File: src/rtl/top_n_beacon_selector_top_macros.svh
// ----------------------------------------------------------------------------
// Assertion macros for the beacon selector
// Concurrent checks on clk, disabled while arst_n is low.
// ----------------------------------------------------------------------------
`ifndef TOP_N_BEACON_SELECTOR_TOP_MACROS_SVH
`define TOP_N_BEACON_SELECTOR_TOP_MACROS_SVH

// same-cycle implication
`define TNBS_ASSERT(label, ante, cons, msg) \
	label: assert property (@(posedge clk) disable iff (!arst_n) (ante) |-> (cons)) \
		else $error(msg);

// next-cycle implication
`define TNBS_ASSERT_NXT(label, ante, cons, msg) \
	label: assert property (@(posedge clk) disable iff (!arst_n) (ante) |=> (cons)) \
		else $error(msg);

`endif

File: src/rtl/tnbs_pkg.sv
// ----------------------------------------------------------------------------
// Beacon selector package
// Sizes, field types, register indexes and item codes.
// ----------------------------------------------------------------------------
package tnbs_pkg;

	// storage sizes
	localparam int MAX_KEEP    = 16;
	localparam int TABLE_DEPTH = 64;

	// rank list index and count widths
	localparam int RK_AW = (MAX_KEEP > 1) ? $clog2(MAX_KEEP) : 1;
	localparam int RK_CW = $clog2(MAX_KEEP + 1);

	// reference table index and fill widths
	localparam int TBL_AW = (TABLE_DEPTH > 1) ? $clog2(TABLE_DEPTH) : 1;
	localparam int TBL_CW = $clog2(TABLE_DEPTH + 1);

	// field widths
	localparam int ID_W       = 32;
	localparam int DBM_W      = 8;
	localparam int KEY_W      = 9;
	localparam int KEEP_W     = 5;
	localparam int CFG_IDX_W  = 2;
	localparam int CFG_DATA_W = 8;

	typedef logic [ID_W-1:0]         beacon_id_t;
	typedef logic signed [DBM_W-1:0] dbm_t;
	typedef logic signed [KEY_W-1:0] key_t;
	typedef logic [CFG_IDX_W-1:0]    cfg_idx_t;

	// reference table entry
	typedef struct packed {
		beacon_id_t id;
		dbm_t       power;
	} tbl_entry_t;

	localparam int TBL_W = $bits(tbl_entry_t);

	// configuration register indexes
	localparam cfg_idx_t REG_KEEP_COUNT    = 2'd0;
	localparam cfg_idx_t REG_CUTOFF_DBM    = 2'd1;
	localparam cfg_idx_t REG_ADJUST_ENABLE = 2'd2;

	// item kinds
	localparam logic FUNC_BEACON = 1'b0;
	localparam logic FUNC_LOAD   = 1'b1;

	// register reset values
	localparam logic [KEEP_W-1:0] KEEP_RST   = 5'd10;
	localparam dbm_t              CUTOFF_RST = -8'sd100;

endpackage

File: src/rtl/tnbs_if.sv
// ----------------------------------------------------------------------------
// Beacon selector channels
// Valid/ready channels for input items and result items.
// ----------------------------------------------------------------------------

// input item channel
interface tnbs_item_if;
	import tnbs_pkg::*;

	logic       valid;
	logic       ready;
	logic       func;
	beacon_id_t beacon_id;
	dbm_t       signal_dbm;
	dbm_t       ref_power_dbm;
	logic       end_of_scan;

	modport source (output valid, func, beacon_id, signal_dbm, ref_power_dbm, end_of_scan,
		input ready);
	modport sink (input valid, func, beacon_id, signal_dbm, ref_power_dbm, end_of_scan,
		output ready);
endinterface

// result item channel
interface tnbs_result_if;
	import tnbs_pkg::*;

	logic       valid;
	logic       ready;
	beacon_id_t out_id;
	dbm_t       out_dbm;
	logic       valid_res;
	logic       last;

	modport source (output valid, out_id, out_dbm, valid_res, last, input ready);
	modport sink (input valid, out_id, out_dbm, valid_res, last, output ready);
endinterface

File: src/rtl/tnbs_ram.sv
// ----------------------------------------------------------------------------
// Generic RAM
// One write port, one read port, registered read data.
// ----------------------------------------------------------------------------
module tnbs_ram #(
	parameter int WIDTH = 8,
	parameter int DEPTH = 16
) (
	input  logic                                        clk,
	input  logic                                        we,
	input  logic [((DEPTH > 1) ? $clog2(DEPTH) : 1)-1:0] waddr,
	input  logic [WIDTH-1:0]                            wdata,
	input  logic [((DEPTH > 1) ? $clog2(DEPTH) : 1)-1:0] raddr,
	output logic [WIDTH-1:0]                            rdata
);

	logic [WIDTH-1:0] mem_q [DEPTH];

	// write port and registered read
	always_ff @(posedge clk) begin
		if (we) begin
			mem_q[waddr] <= wdata;
		end
		rdata <= mem_q[raddr];
	end

endmodule

File: src/rtl/top_n_beacon_selector_top.sv
// ----------------------------------------------------------------------------
// Top-N beacon selector
// Keeps the strongest beacons of a scan and emits them strongest first.
// ----------------------------------------------------------------------------
// Items enter on the item channel (valid/ready). A load item (func 1) writes
// an id and reference power into a 64-entry table; a known id is updated, a
// new id is dropped when the table is full. A beacon item (func 0) is ranked
// in a list of up to keep_count entries, at most 16; with adjust_enable set
// and the id in the table, the rank key is RSSI minus the table power.
// On a beacon with end_of_scan set, the kept beacons whose RSSI is above
// cutoff_dbm leave on the result channel, strongest first, the final one with
// last set; if none qualify, one result with valid_res 0 and last 1 is sent.
// Steps per item: a table walk reads the filled entries in turn until the id
// matches (states TRD then TCMP), driven by the table RAM's registered read;
// it runs for every load and, with adjusting on, for every beacon. Ranking
// steps through the list entries, stopping at the insert slot. End of scan adds
// two passes over the list, the emit pass also waiting out any output stalls.
// Item ready is high only while the sequencer is idle. A stalled receiver
// holds the output register and the emit pass waits for it.
// Reset empties the table and the rank list at once (fill and count go to
// zero, no clearing pass) and loads the register defaults.
module top_n_beacon_selector_top (
	input  logic                             clk,
	input  logic                             arst_n,
	tnbs_item_if.sink                        item,
	tnbs_result_if.source                    result,
	input  logic                             cfg_we,
	input  logic [tnbs_pkg::CFG_IDX_W-1:0]   cfg_index,
	input  logic [tnbs_pkg::CFG_DATA_W-1:0]  cfg_wdata
);
	import tnbs_pkg::*;

`include "top_n_beacon_selector_top_macros.svh"

	// sequencer states
	localparam logic [2:0] S_IDLE  = 3'd0;
	localparam logic [2:0] S_TRD   = 3'd1;
	localparam logic [2:0] S_TCMP  = 3'd2;
	localparam logic [2:0] S_RSCAN = 3'd3;
	localparam logic [2:0] S_LAST  = 3'd4;
	localparam logic [2:0] S_EMIT  = 3'd5;

	logic [2:0] state_q;

	// configuration registers
	logic [KEEP_W-1:0] keep_q;
	dbm_t              cutoff_q;
	logic              adjust_q;

	// captured item
	logic       func_q;
	beacon_id_t id_q;
	dbm_t       rssi_q;
	dbm_t       pwr_q;
	logic       eos_q;
	key_t       key_q;

	// rank list
	beacon_id_t        rank_ids_q  [MAX_KEEP];
	dbm_t              rank_rssi_q [MAX_KEEP];
	key_t              rank_keys_q [MAX_KEEP];
	logic [RK_CW-1:0]  rank_count_q;
	logic [RK_CW-1:0]  ptr_q;
	logic [RK_CW-1:0]  last_idx_q;
	logic              any_q;

	// reference table control
	logic [TBL_CW-1:0] fill_q;
	logic [TBL_CW-1:0] tptr_q;

	// output register
	logic       out_valid_q;
	beacon_id_t out_id_q;
	dbm_t       out_dbm_q;
	logic       out_vres_q;
	logic       out_last_q;

	// combinational
	logic [RK_CW-1:0]  lim;
	logic [RK_CW-1:0]  cnt;
	logic [RK_CW-1:0]  cnt_new;
	logic [RK_AW-1:0]  ptr_idx;
	logic              in_range;
	key_t              cur_key;
	logic              survivor;
	logic              ins_en;
	logic              slot_free;
	logic              emit_take;
	logic              none_take;
	logic              load_out;
	logic              tbl_hit_range;
	logic              tbl_room;
	logic              tbl_match;
	logic              tbl_we;
	logic [TBL_AW-1:0] tbl_waddr;
	tbl_entry_t        tbl_wdata;
	logic [TBL_W-1:0]  tbl_rdata;
	tbl_entry_t        tbl_rd;
	key_t              adj_key;

	// reference table memory
	tnbs_ram #(
		.WIDTH (TBL_W),
		.DEPTH (TABLE_DEPTH)
	) u_tbl_ram (
		.clk   (clk),
		.we    (tbl_we),
		.waddr (tbl_waddr),
		.wdata (tbl_wdata),
		.raddr (tptr_q[TBL_AW-1:0]),
		.rdata (tbl_rdata)
	);

	// rank list limits and the shared compare
	always_comb begin
		lim      = (32'(keep_q) > 32'(MAX_KEEP)) ? RK_CW'(MAX_KEEP) : RK_CW'(keep_q);
		cnt      = (rank_count_q < lim) ? rank_count_q : lim;
		cnt_new  = (cnt < lim) ? cnt + 1'b1 : cnt;
		ptr_idx  = ptr_q[RK_AW-1:0];
		in_range = (ptr_q < cnt);
		cur_key  = rank_keys_q[ptr_idx];
		survivor = in_range && (rank_rssi_q[ptr_idx] > cutoff_q);
		ins_en   = (state_q == S_RSCAN) && !(in_range && (cur_key >= key_q)) && (ptr_q < lim);
	end

	// table walk
	always_comb begin
		tbl_rd        = tbl_entry_t'(tbl_rdata);
		tbl_hit_range = (tptr_q < fill_q);
		tbl_room      = (fill_q < TBL_CW'(TABLE_DEPTH));
		tbl_match     = (tbl_rd.id == id_q);
		adj_key       = {rssi_q[DBM_W-1], rssi_q} - {tbl_rd.power[DBM_W-1], tbl_rd.power};
		tbl_wdata     = '{id: id_q, power: pwr_q};
		tbl_we        = 1'b0;
		tbl_waddr     = tptr_q[TBL_AW-1:0];
		if (func_q == FUNC_LOAD) begin
			if ((state_q == S_TRD) && !tbl_hit_range && tbl_room) begin
				tbl_we    = 1'b1;
				tbl_waddr = fill_q[TBL_AW-1:0];
			end else if ((state_q == S_TCMP) && tbl_match) begin
				tbl_we = 1'b1;
			end
		end
	end

	// output slot
	always_comb begin
		slot_free = !out_valid_q || result.ready;
		emit_take = (state_q == S_EMIT) && survivor && slot_free;
		none_take = (state_q == S_EMIT) && !in_range && !any_q && slot_free;
		load_out  = emit_take || none_take;
	end

	assign item.ready       = (state_q == S_IDLE);
	assign result.valid     = out_valid_q;
	assign result.out_id    = out_id_q;
	assign result.out_dbm   = out_dbm_q;
	assign result.valid_res = out_vres_q;
	assign result.last      = out_last_q;

	// configuration writes
	always_ff @(posedge clk or negedge arst_n) begin
		if (!arst_n) begin
			keep_q   <= KEEP_RST;
			cutoff_q <= CUTOFF_RST;
			adjust_q <= 1'b0;
		end else if (cfg_we) begin
			unique case (cfg_index)
				REG_KEEP_COUNT:    keep_q   <= cfg_wdata[KEEP_W-1:0];
				REG_CUTOFF_DBM:    cutoff_q <= dbm_t'(cfg_wdata);
				REG_ADJUST_ENABLE: adjust_q <= cfg_wdata[0];
				default: ;
			endcase
		end
	end

	// sequencer
	always_ff @(posedge clk or negedge arst_n) begin
		if (!arst_n) begin
			state_q      <= S_IDLE;
			ptr_q        <= '0;
			tptr_q       <= '0;
			rank_count_q <= '0;
			fill_q       <= '0;
			any_q        <= 1'b0;
		end else begin
			unique case (state_q)
				S_IDLE: begin
					if (item.valid) begin
						ptr_q  <= '0;
						tptr_q <= '0;
						if ((item.func == FUNC_LOAD) || adjust_q) begin
							state_q <= S_TRD;
						end else begin
							state_q <= S_RSCAN;
						end
					end
				end
				S_TRD: begin
					if (tbl_hit_range) begin
						state_q <= S_TCMP;
					end else if (func_q == FUNC_LOAD) begin
						if (tbl_room) begin
							fill_q <= fill_q + 1'b1;
						end
						state_q <= S_IDLE;
					end else begin
						state_q <= S_RSCAN;
					end
				end
				S_TCMP: begin
					if (tbl_match) begin
						state_q <= (func_q == FUNC_LOAD) ? S_IDLE : S_RSCAN;
					end else begin
						tptr_q  <= tptr_q + 1'b1;
						state_q <= S_TRD;
					end
				end
				S_RSCAN: begin
					if (in_range && (cur_key >= key_q)) begin
						ptr_q <= ptr_q + 1'b1;
					end else begin
						if (ins_en) begin
							rank_count_q <= cnt_new;
						end
						ptr_q   <= '0;
						any_q   <= 1'b0;
						state_q <= eos_q ? S_LAST : S_IDLE;
					end
				end
				S_LAST: begin
					if (in_range) begin
						if (survivor) begin
							any_q <= 1'b1;
						end
						ptr_q <= ptr_q + 1'b1;
					end else begin
						ptr_q   <= '0;
						state_q <= S_EMIT;
					end
				end
				S_EMIT: begin
					if (in_range) begin
						if (!survivor || slot_free) begin
							ptr_q <= ptr_q + 1'b1;
						end
					end else if (any_q || slot_free) begin
						rank_count_q <= '0;
						state_q      <= S_IDLE;
					end
				end
				default: state_q <= S_IDLE;
			endcase
		end
	end

	// captured item and key
	always_ff @(posedge clk) begin
		if ((state_q == S_IDLE) && item.valid) begin
			func_q <= item.func;
			id_q   <= item.beacon_id;
			rssi_q <= item.signal_dbm;
			pwr_q  <= item.ref_power_dbm;
			eos_q  <= item.end_of_scan;
			key_q  <= {item.signal_dbm[DBM_W-1], item.signal_dbm};
		end else if ((state_q == S_TCMP) && tbl_match) begin
			key_q <= adj_key;
		end
		if ((state_q == S_LAST) && survivor) begin
			last_idx_q <= ptr_q;
		end
	end

	// rank list insert: shift the tail down one place, write at the found slot
	always_ff @(posedge clk) begin
		if (ins_en) begin
			for (int i = 1; i < MAX_KEEP; i++) begin
				if ((RK_CW'(i) > ptr_q) && (RK_CW'(i) < cnt_new)) begin
					rank_ids_q[i]  <= rank_ids_q[i-1];
					rank_rssi_q[i] <= rank_rssi_q[i-1];
					rank_keys_q[i] <= rank_keys_q[i-1];
				end
			end
			for (int i = 0; i < MAX_KEEP; i++) begin
				if (RK_CW'(i) == ptr_q) begin
					rank_ids_q[i]  <= id_q;
					rank_rssi_q[i] <= rssi_q;
					rank_keys_q[i] <= key_q;
				end
			end
		end
	end

	// output register valid
	always_ff @(posedge clk or negedge arst_n) begin
		if (!arst_n) begin
			out_valid_q <= 1'b0;
		end else if (load_out) begin
			out_valid_q <= 1'b1;
		end else if (result.ready) begin
			out_valid_q <= 1'b0;
		end
	end

	// output register payload
	always_ff @(posedge clk) begin
		if (emit_take) begin
			out_id_q   <= rank_ids_q[ptr_idx];
			out_dbm_q  <= rank_rssi_q[ptr_idx];
			out_vres_q <= 1'b1;
			out_last_q <= (ptr_q == last_idx_q);
		end else if (none_take) begin
			out_id_q   <= '0;
			out_dbm_q  <= '0;
			out_vres_q <= 1'b0;
			out_last_q <= 1'b1;
		end
	end

	// checks
	`TNBS_ASSERT(a_rank_bound, 1'b1, rank_count_q <= RK_CW'(MAX_KEEP), "rank count over limit")
	`TNBS_ASSERT(a_fill_bound, 1'b1, fill_q <= TBL_CW'(TABLE_DEPTH), "table fill over depth")
	`TNBS_ASSERT(a_empty_last, result.valid && !result.valid_res, result.last, "empty result not last")
	`TNBS_ASSERT(a_scan_clear, (state_q == S_IDLE) && ($past(state_q) == S_EMIT), rank_count_q == '0, "scan not cleared")
	`TNBS_ASSERT_NXT(a_load_done, (state_q == S_TRD) && !tbl_hit_range && (func_q == FUNC_LOAD), state_q == S_IDLE, "load walk did not finish")

endmodule

File: src/flat_wrapper.sv
// flat-port wrapper written by rule: the top's interface ports become plain ports
module top_n_beacon_selector_top_flat import tnbs_pkg::*;
  (clk, arst_n, cfg_we, cfg_index, cfg_wdata, item_valid, item_func, item_beacon_id, item_signal_dbm, item_ref_power_dbm, item_end_of_scan, item_ready, result_valid, result_out_id, result_out_dbm, result_valid_res, result_last, result_ready);
  tnbs_item_if item_i ();
  tnbs_result_if result_i ();
  input  logic clk;
  input  logic arst_n;
  input  logic cfg_we;
  input  logic [tnbs_pkg::CFG_IDX_W-1:0] cfg_index;
  input  logic [tnbs_pkg::CFG_DATA_W-1:0] cfg_wdata;
  input wire logic [$bits(item_i.valid)-1:0] item_valid;
  input wire logic [$bits(item_i.func)-1:0] item_func;
  input wire logic [$bits(item_i.beacon_id)-1:0] item_beacon_id;
  input wire logic [$bits(item_i.signal_dbm)-1:0] item_signal_dbm;
  input wire logic [$bits(item_i.ref_power_dbm)-1:0] item_ref_power_dbm;
  input wire logic [$bits(item_i.end_of_scan)-1:0] item_end_of_scan;
  output wire logic [$bits(item_i.ready)-1:0] item_ready;
  output wire logic [$bits(result_i.valid)-1:0] result_valid;
  output wire logic [$bits(result_i.out_id)-1:0] result_out_id;
  output wire logic [$bits(result_i.out_dbm)-1:0] result_out_dbm;
  output wire logic [$bits(result_i.valid_res)-1:0] result_valid_res;
  output wire logic [$bits(result_i.last)-1:0] result_last;
  input wire logic [$bits(result_i.ready)-1:0] result_ready;
  assign item_i.valid = item_valid;
  assign item_i.func = item_func;
  assign item_i.beacon_id = item_beacon_id;
  assign item_i.signal_dbm = item_signal_dbm;
  assign item_i.ref_power_dbm = item_ref_power_dbm;
  assign item_i.end_of_scan = item_end_of_scan;
  assign item_ready = item_i.ready;
  assign result_valid = result_i.valid;
  assign result_out_id = result_i.out_id;
  assign result_out_dbm = result_i.out_dbm;
  assign result_valid_res = result_i.valid_res;
  assign result_last = result_i.last;
  assign result_i.ready = result_ready;
  top_n_beacon_selector_top u_core (.clk(clk), .arst_n(arst_n), .item(item_i), .result(result_i), .cfg_we(cfg_we), .cfg_index(cfg_index), .cfg_wdata(cfg_wdata));
endmodule
File: config.mk
export PLATFORM = sky130hd
export DESIGN_NAME = top_n_beacon_selector_top_flat
export DESIGN_NICKNAME = d
export VERILOG_FILES = /design/src/rtl/tnbs_pkg.sv /design/src/rtl/tnbs_if.sv /design/src/rtl/tnbs_ram.sv /design/src/rtl/top_n_beacon_selector_top.sv /design/src/flat_wrapper.sv
export VERILOG_INCLUDE_DIRS = /design/src /design/src/rtl
export SDC_FILE = /design/constraint.sdc
export NUM_CORES = 2
export LEC_CHECK = 0
export BUFFER_PORTS_ARGS = -buffer_cell sky130_fd_sc_hd__buf_2
export CORE_MARGIN = 4
export CORE_UTILIZATION = 25
export CTS_CLUSTER_SIZE = 28
export DETAILED_ROUTE_END_ITERATION = 6
export GPL_ROUTABILITY_DRIVEN = 0
export GPL_TIMING_DRIVEN = 1
export MAX_ROUTING_LAYER = met4
export PLACE_DENSITY_LB_ADDON = 0.2
export SETUP_SLACK_MARGIN = 0.02
export SYNTH_ARGS = -nofsm -noshare
export SYNTH_HDL_FRONTEND = slang
export SYNTH_SLANG_ARGS = --single-unit
File: constraint.sdc
create_clock -name clk -period 9.6 [get_ports clk]
set_clock_uncertainty 0.1 [all_clocks]
set_input_delay 0.96 -clock clk [delete_from_list [all_inputs] [get_ports clk]]
set_output_delay 0.96 -clock clk [all_outputs]
set_load 0.005 [all_outputs]
==> out/metrics.yaml <==
sta:
  grt_setup_unrepaired: "false"
  worst_slew_pin_slew_ns: 1.36
  setup_viol: 0
  timing.setup.tns_ns: 0
  finalCritPeriodShare_pct: 79.0
  max_freq_mhz: 132
  hold_violations: 0
  finalMaxSlewViolations: 0
  slew_headroom_pct: 9.38
  layout_min_cycle_time_ns: 7.58
synthesis:
  async_reset_ff_share_pct: 1.22
  synth_cell_types: 75
  synthTopCellsByArea: "edfxtp_1 72%, mux4_2 17%, mux2_2 5.3%, clkbuf_1 0.64%, dfrtp_1 0.64%"
  avgSynthCellArea_um2: 22.4
  yosysSeqAreaShare_pct: 73.1
  netlist.area_leader.share_pct: 71.7
  synthCells: 6431
  synth_flop_cell: "edfxtp_1"
  yosys_warnings: 0
  yosysTopAreaCell: "edfxtp_1"
  synth-seq-cells: 3533
  syn_nets: 6550
  synth-edff-count: 3449
  synth.cell_area_um2: 144000
cts:
  clk_pin_slew_worst_paths_ns: 0.06
  root_buffer: "clkbuf_16"
  cts_buffers: 388
  clk_latency_ns: 0.99
  h-tree-depth: 5
  cts_tree: "built"
  cts.path.max_buffers: 4
  post_cts_resized: 0
  numClockSinks: 3533
setup_path:
  critPathCapture: "u_core.rank_ids_q[5][12]"
  cp-start-kind: "flop"
  rr_worst_depth: 19
  required_ns: 10.00
  critPathKind: "reg -> reg"
  r2r-start: "u_core.keep_q[4]"
  r2r_slack_ns: 2.02
  regToRegEndpoint: "u_core.rank_ids_q[5][12]"
  crit_start: "u_core.keep_q[4]"
  end_kind: "flop"
  critPathMaxFanout: 50
  arrival_ns: 7.98
finish:
  drive_gt1_share_pct: 40.0
  fin_nets: 6924
  final_core_util_pct: 29.4
  area_delta_synth_final_pct: 16.8
  fillers: 55588
grt:
  grt_pass1_wl_mm: 612
  gr-total-overflow: 0
  grtUsageTotal_pct: 15.1
  grt_pass1_vias: 72618
  grt_max_degree: 101
  antenna_found_initial: 60
run_status:
  outcome: "complete, no violations"
routing:
  wl_per_cell_um: 30.0
  first_pass_iters: 7
  drtAntennaViolNets: 0
  via_count: 69881
  vias_per_cell: 4.71
  drtIter0Drc: 6934
  totalWireLength_mm: 445
  drcViolationCount: 0
floorplan:
  start_util_pct: 25.1
  rows: 278
  dieArea_um2: 590000
  io_pins: 109
  die_y_um: 768
  core_area_um2: 574000
  die_w_um: 768
min_path:
  hold_path_class: "in -> reg"
placement:
  buffer_ports.inserted: 108
  dp_hpwl_mm: 254
pwr:
  vdd_drop_max_mv: 0.238
  power.density_nw_per_um2: 267
  power.leakage_nw: 50.9
run:
  cap_violations: 0
[registers in the layout, summed over array words and instances, names as in the netlist, 8 cells and up]
name,flops
u_core.id_q,32
u_core.u_tbl_ram.rdata,40
u_core.rank_rssi_q,128
u_core.cutoff_q,8
u_core.rssi_q,8
u_core.u_tbl_ram.mem_q,2560
u_core.result.out_id,32
u_core.rank_ids_q,512
u_core.result.out_dbm,8
u_core.key_q,9
u_core.pwr_q,8
u_core.rank_keys_q,144
[Yosys cell counts, types with 5 or more instances]
library cell     n
o2111ai_1        5
nand4_1         13
nor2_1         104
a21boi_0         5
and4_1           5
nand2b_1         6
mux2_2         683
buf_4            7
xnor2_1         13
mux4_2        1085
mux2_1           8
nand3_1         15
clkbuf_1       247
nor3_1          15
a21oi_1         36
ha_1            53
nor2b_1         12
buf_2           51
dfxtp_1         41
edfxtp_1      3449
a31o_2           5
o21ai_1          9
o31ai_1         10
and3_1          43
dfrtp_1         37
or3_1            5
o21ai_0         33
nor4_1          17
mux2_4          59
nand2_1         68
a211oi_1         6
o21a_1           8
inv_1           54
xor2_1          41
dfstp_2          6
buf_6            7
a21o_1          10
buf_1           97
[power by group]
| group | switching (mW) | total (mW) | internal (mW) |
|---|---|---|---|
| logic | 6.28 | 10.8 | 4.56 |
| clock network | 6.39 | 14.8 | 8.38 |
| registers | 0.786 | 19.4 | 18.6 |
| total | 13.5 | 45.0 | 31.6 |
[cells by family (layout without fill, tap and decap cells)]
| kind of cell | after synthesis | count (layout) | synth area share, % |
|---|---|---|---|
| compound gates | 164 | 164 | 0.765 |
| xor+xnor | 54 | 54 | 0.328 |
| fa+ha+maj | 54 | 54 | 0.473 |
| buf+inv | 465 | 1163 | 1.31 |
| flops | 3533 | 3533 | 73.1 |
| mux | 1839 | 1839 | 23.0 |
| other cells | 0 | 11 | 0 |
| simple gates | 322 | 322 | 1.10 |
[through the flow]
step                setup WS [ns]  cell area (um^2)  total power, mW  hold slack [ns]  instances
finish                       2.02            169000             45.0            0.111      14840
global route                 1.76            169000             46.9           0.0494      14832
CTS                          2.08            169000             45.7          0.00157      14829
detailed placement           2.19            156000             30.8            0.397      14076
global placement             2.14            156000             30.6            0.391      14076
floorplan                   0.805            144000             26.3            0.338       6431
[per-layer routing]
layer  share of wire, %  vias up  track usage (%)
met2                 48     2210             23.9
li1                   -    28108                -
met1                 44    39016             20.5
met4                2.2        0             3.31
met3                5.5      547             2.28
met5                  0        -                -
[placed cells by master, fill, tap and decap left out, types with 59 or more instances in the layout]
| master | count |
|---|---|
| nand2_1 | 67 |
| buf_4 | 235 |
| clkinv_1 | 96 |
| mux2_4 | 59 |
| edfxtp_1 | 3449 |
| clkinv_2 | 62 |
| clkbuf_16 | 391 |
| nor2_4 | 65 |
| mux2_2 | 683 |
| buf_2 | 108 |
| clkbuf_1 | 90 |
| mux4_2 | 1085 |
[repair_timing]
action                     CTS  global route
hold buffers                39             0
setup endpoints to repair    0             0
setup buffers                0             0
hold endpoints to repair    75             0
[final cells by class]
type                       count  area [um^2]  share of cell area (%)
clock inverter               226         2240                    1.33
timing repair buffer         393         2920                    1.73
antenna                       11         27.5                  0.0163
inverter                      56          213                   0.126
sequential                  3533       106000                    62.6
clock buffer                 488        10200                    6.06
multi-input combinational   2433        37800                    22.4
tap                         7700         9630                    5.71
[worst max-delay path, stage by stage (launching register included)]
cell       delay [ns]
dfrtp_1          0.42
nor2b_1          0.33
inv_1            0.16
ha_1             0.34
a211oi_2         0.32
o21ai_2          0.18
nor2_1           0.29
mux2i_2          0.39
inv_1            0.08
ha_1             0.32
and4_1           0.24
nor2b_1          0.17
a2111oi_4        0.45
o211ai_1         0.19
xnor2_1          0.92
nand2_1          0.40
o2111ai_4        0.29
buf_4            0.85
o31ai_4          0.14
buf_4            0.48
[worst min-delay path by stage]
| stage | slack (ns) | start | endpoint | cells after the start |
|---|---|---|---|---|
| CTS | 0.002 | item_signal_dbm[7] | u_core.rssi_q[7] | 1 |
| finish | 0.11 | item_ref_power_dbm[7] | u_core.pwr_q[7] | 1 |
| detailed placement | 0.40 | u_core.result.valid_res | u_core.result.valid_res | 2 |
| floorplan | 0.34 | u_core.fill_q[6] | u_core.fill_q[6] | 2 |
| global route | 0.05 | item_ref_power_dbm[7] | u_core.pwr_q[7] | 1 |
| global placement | 0.39 | u_core.result.valid_res | u_core.result.valid_res | 2 |
No activity file was read; power rests on OpenSTA's default activity.
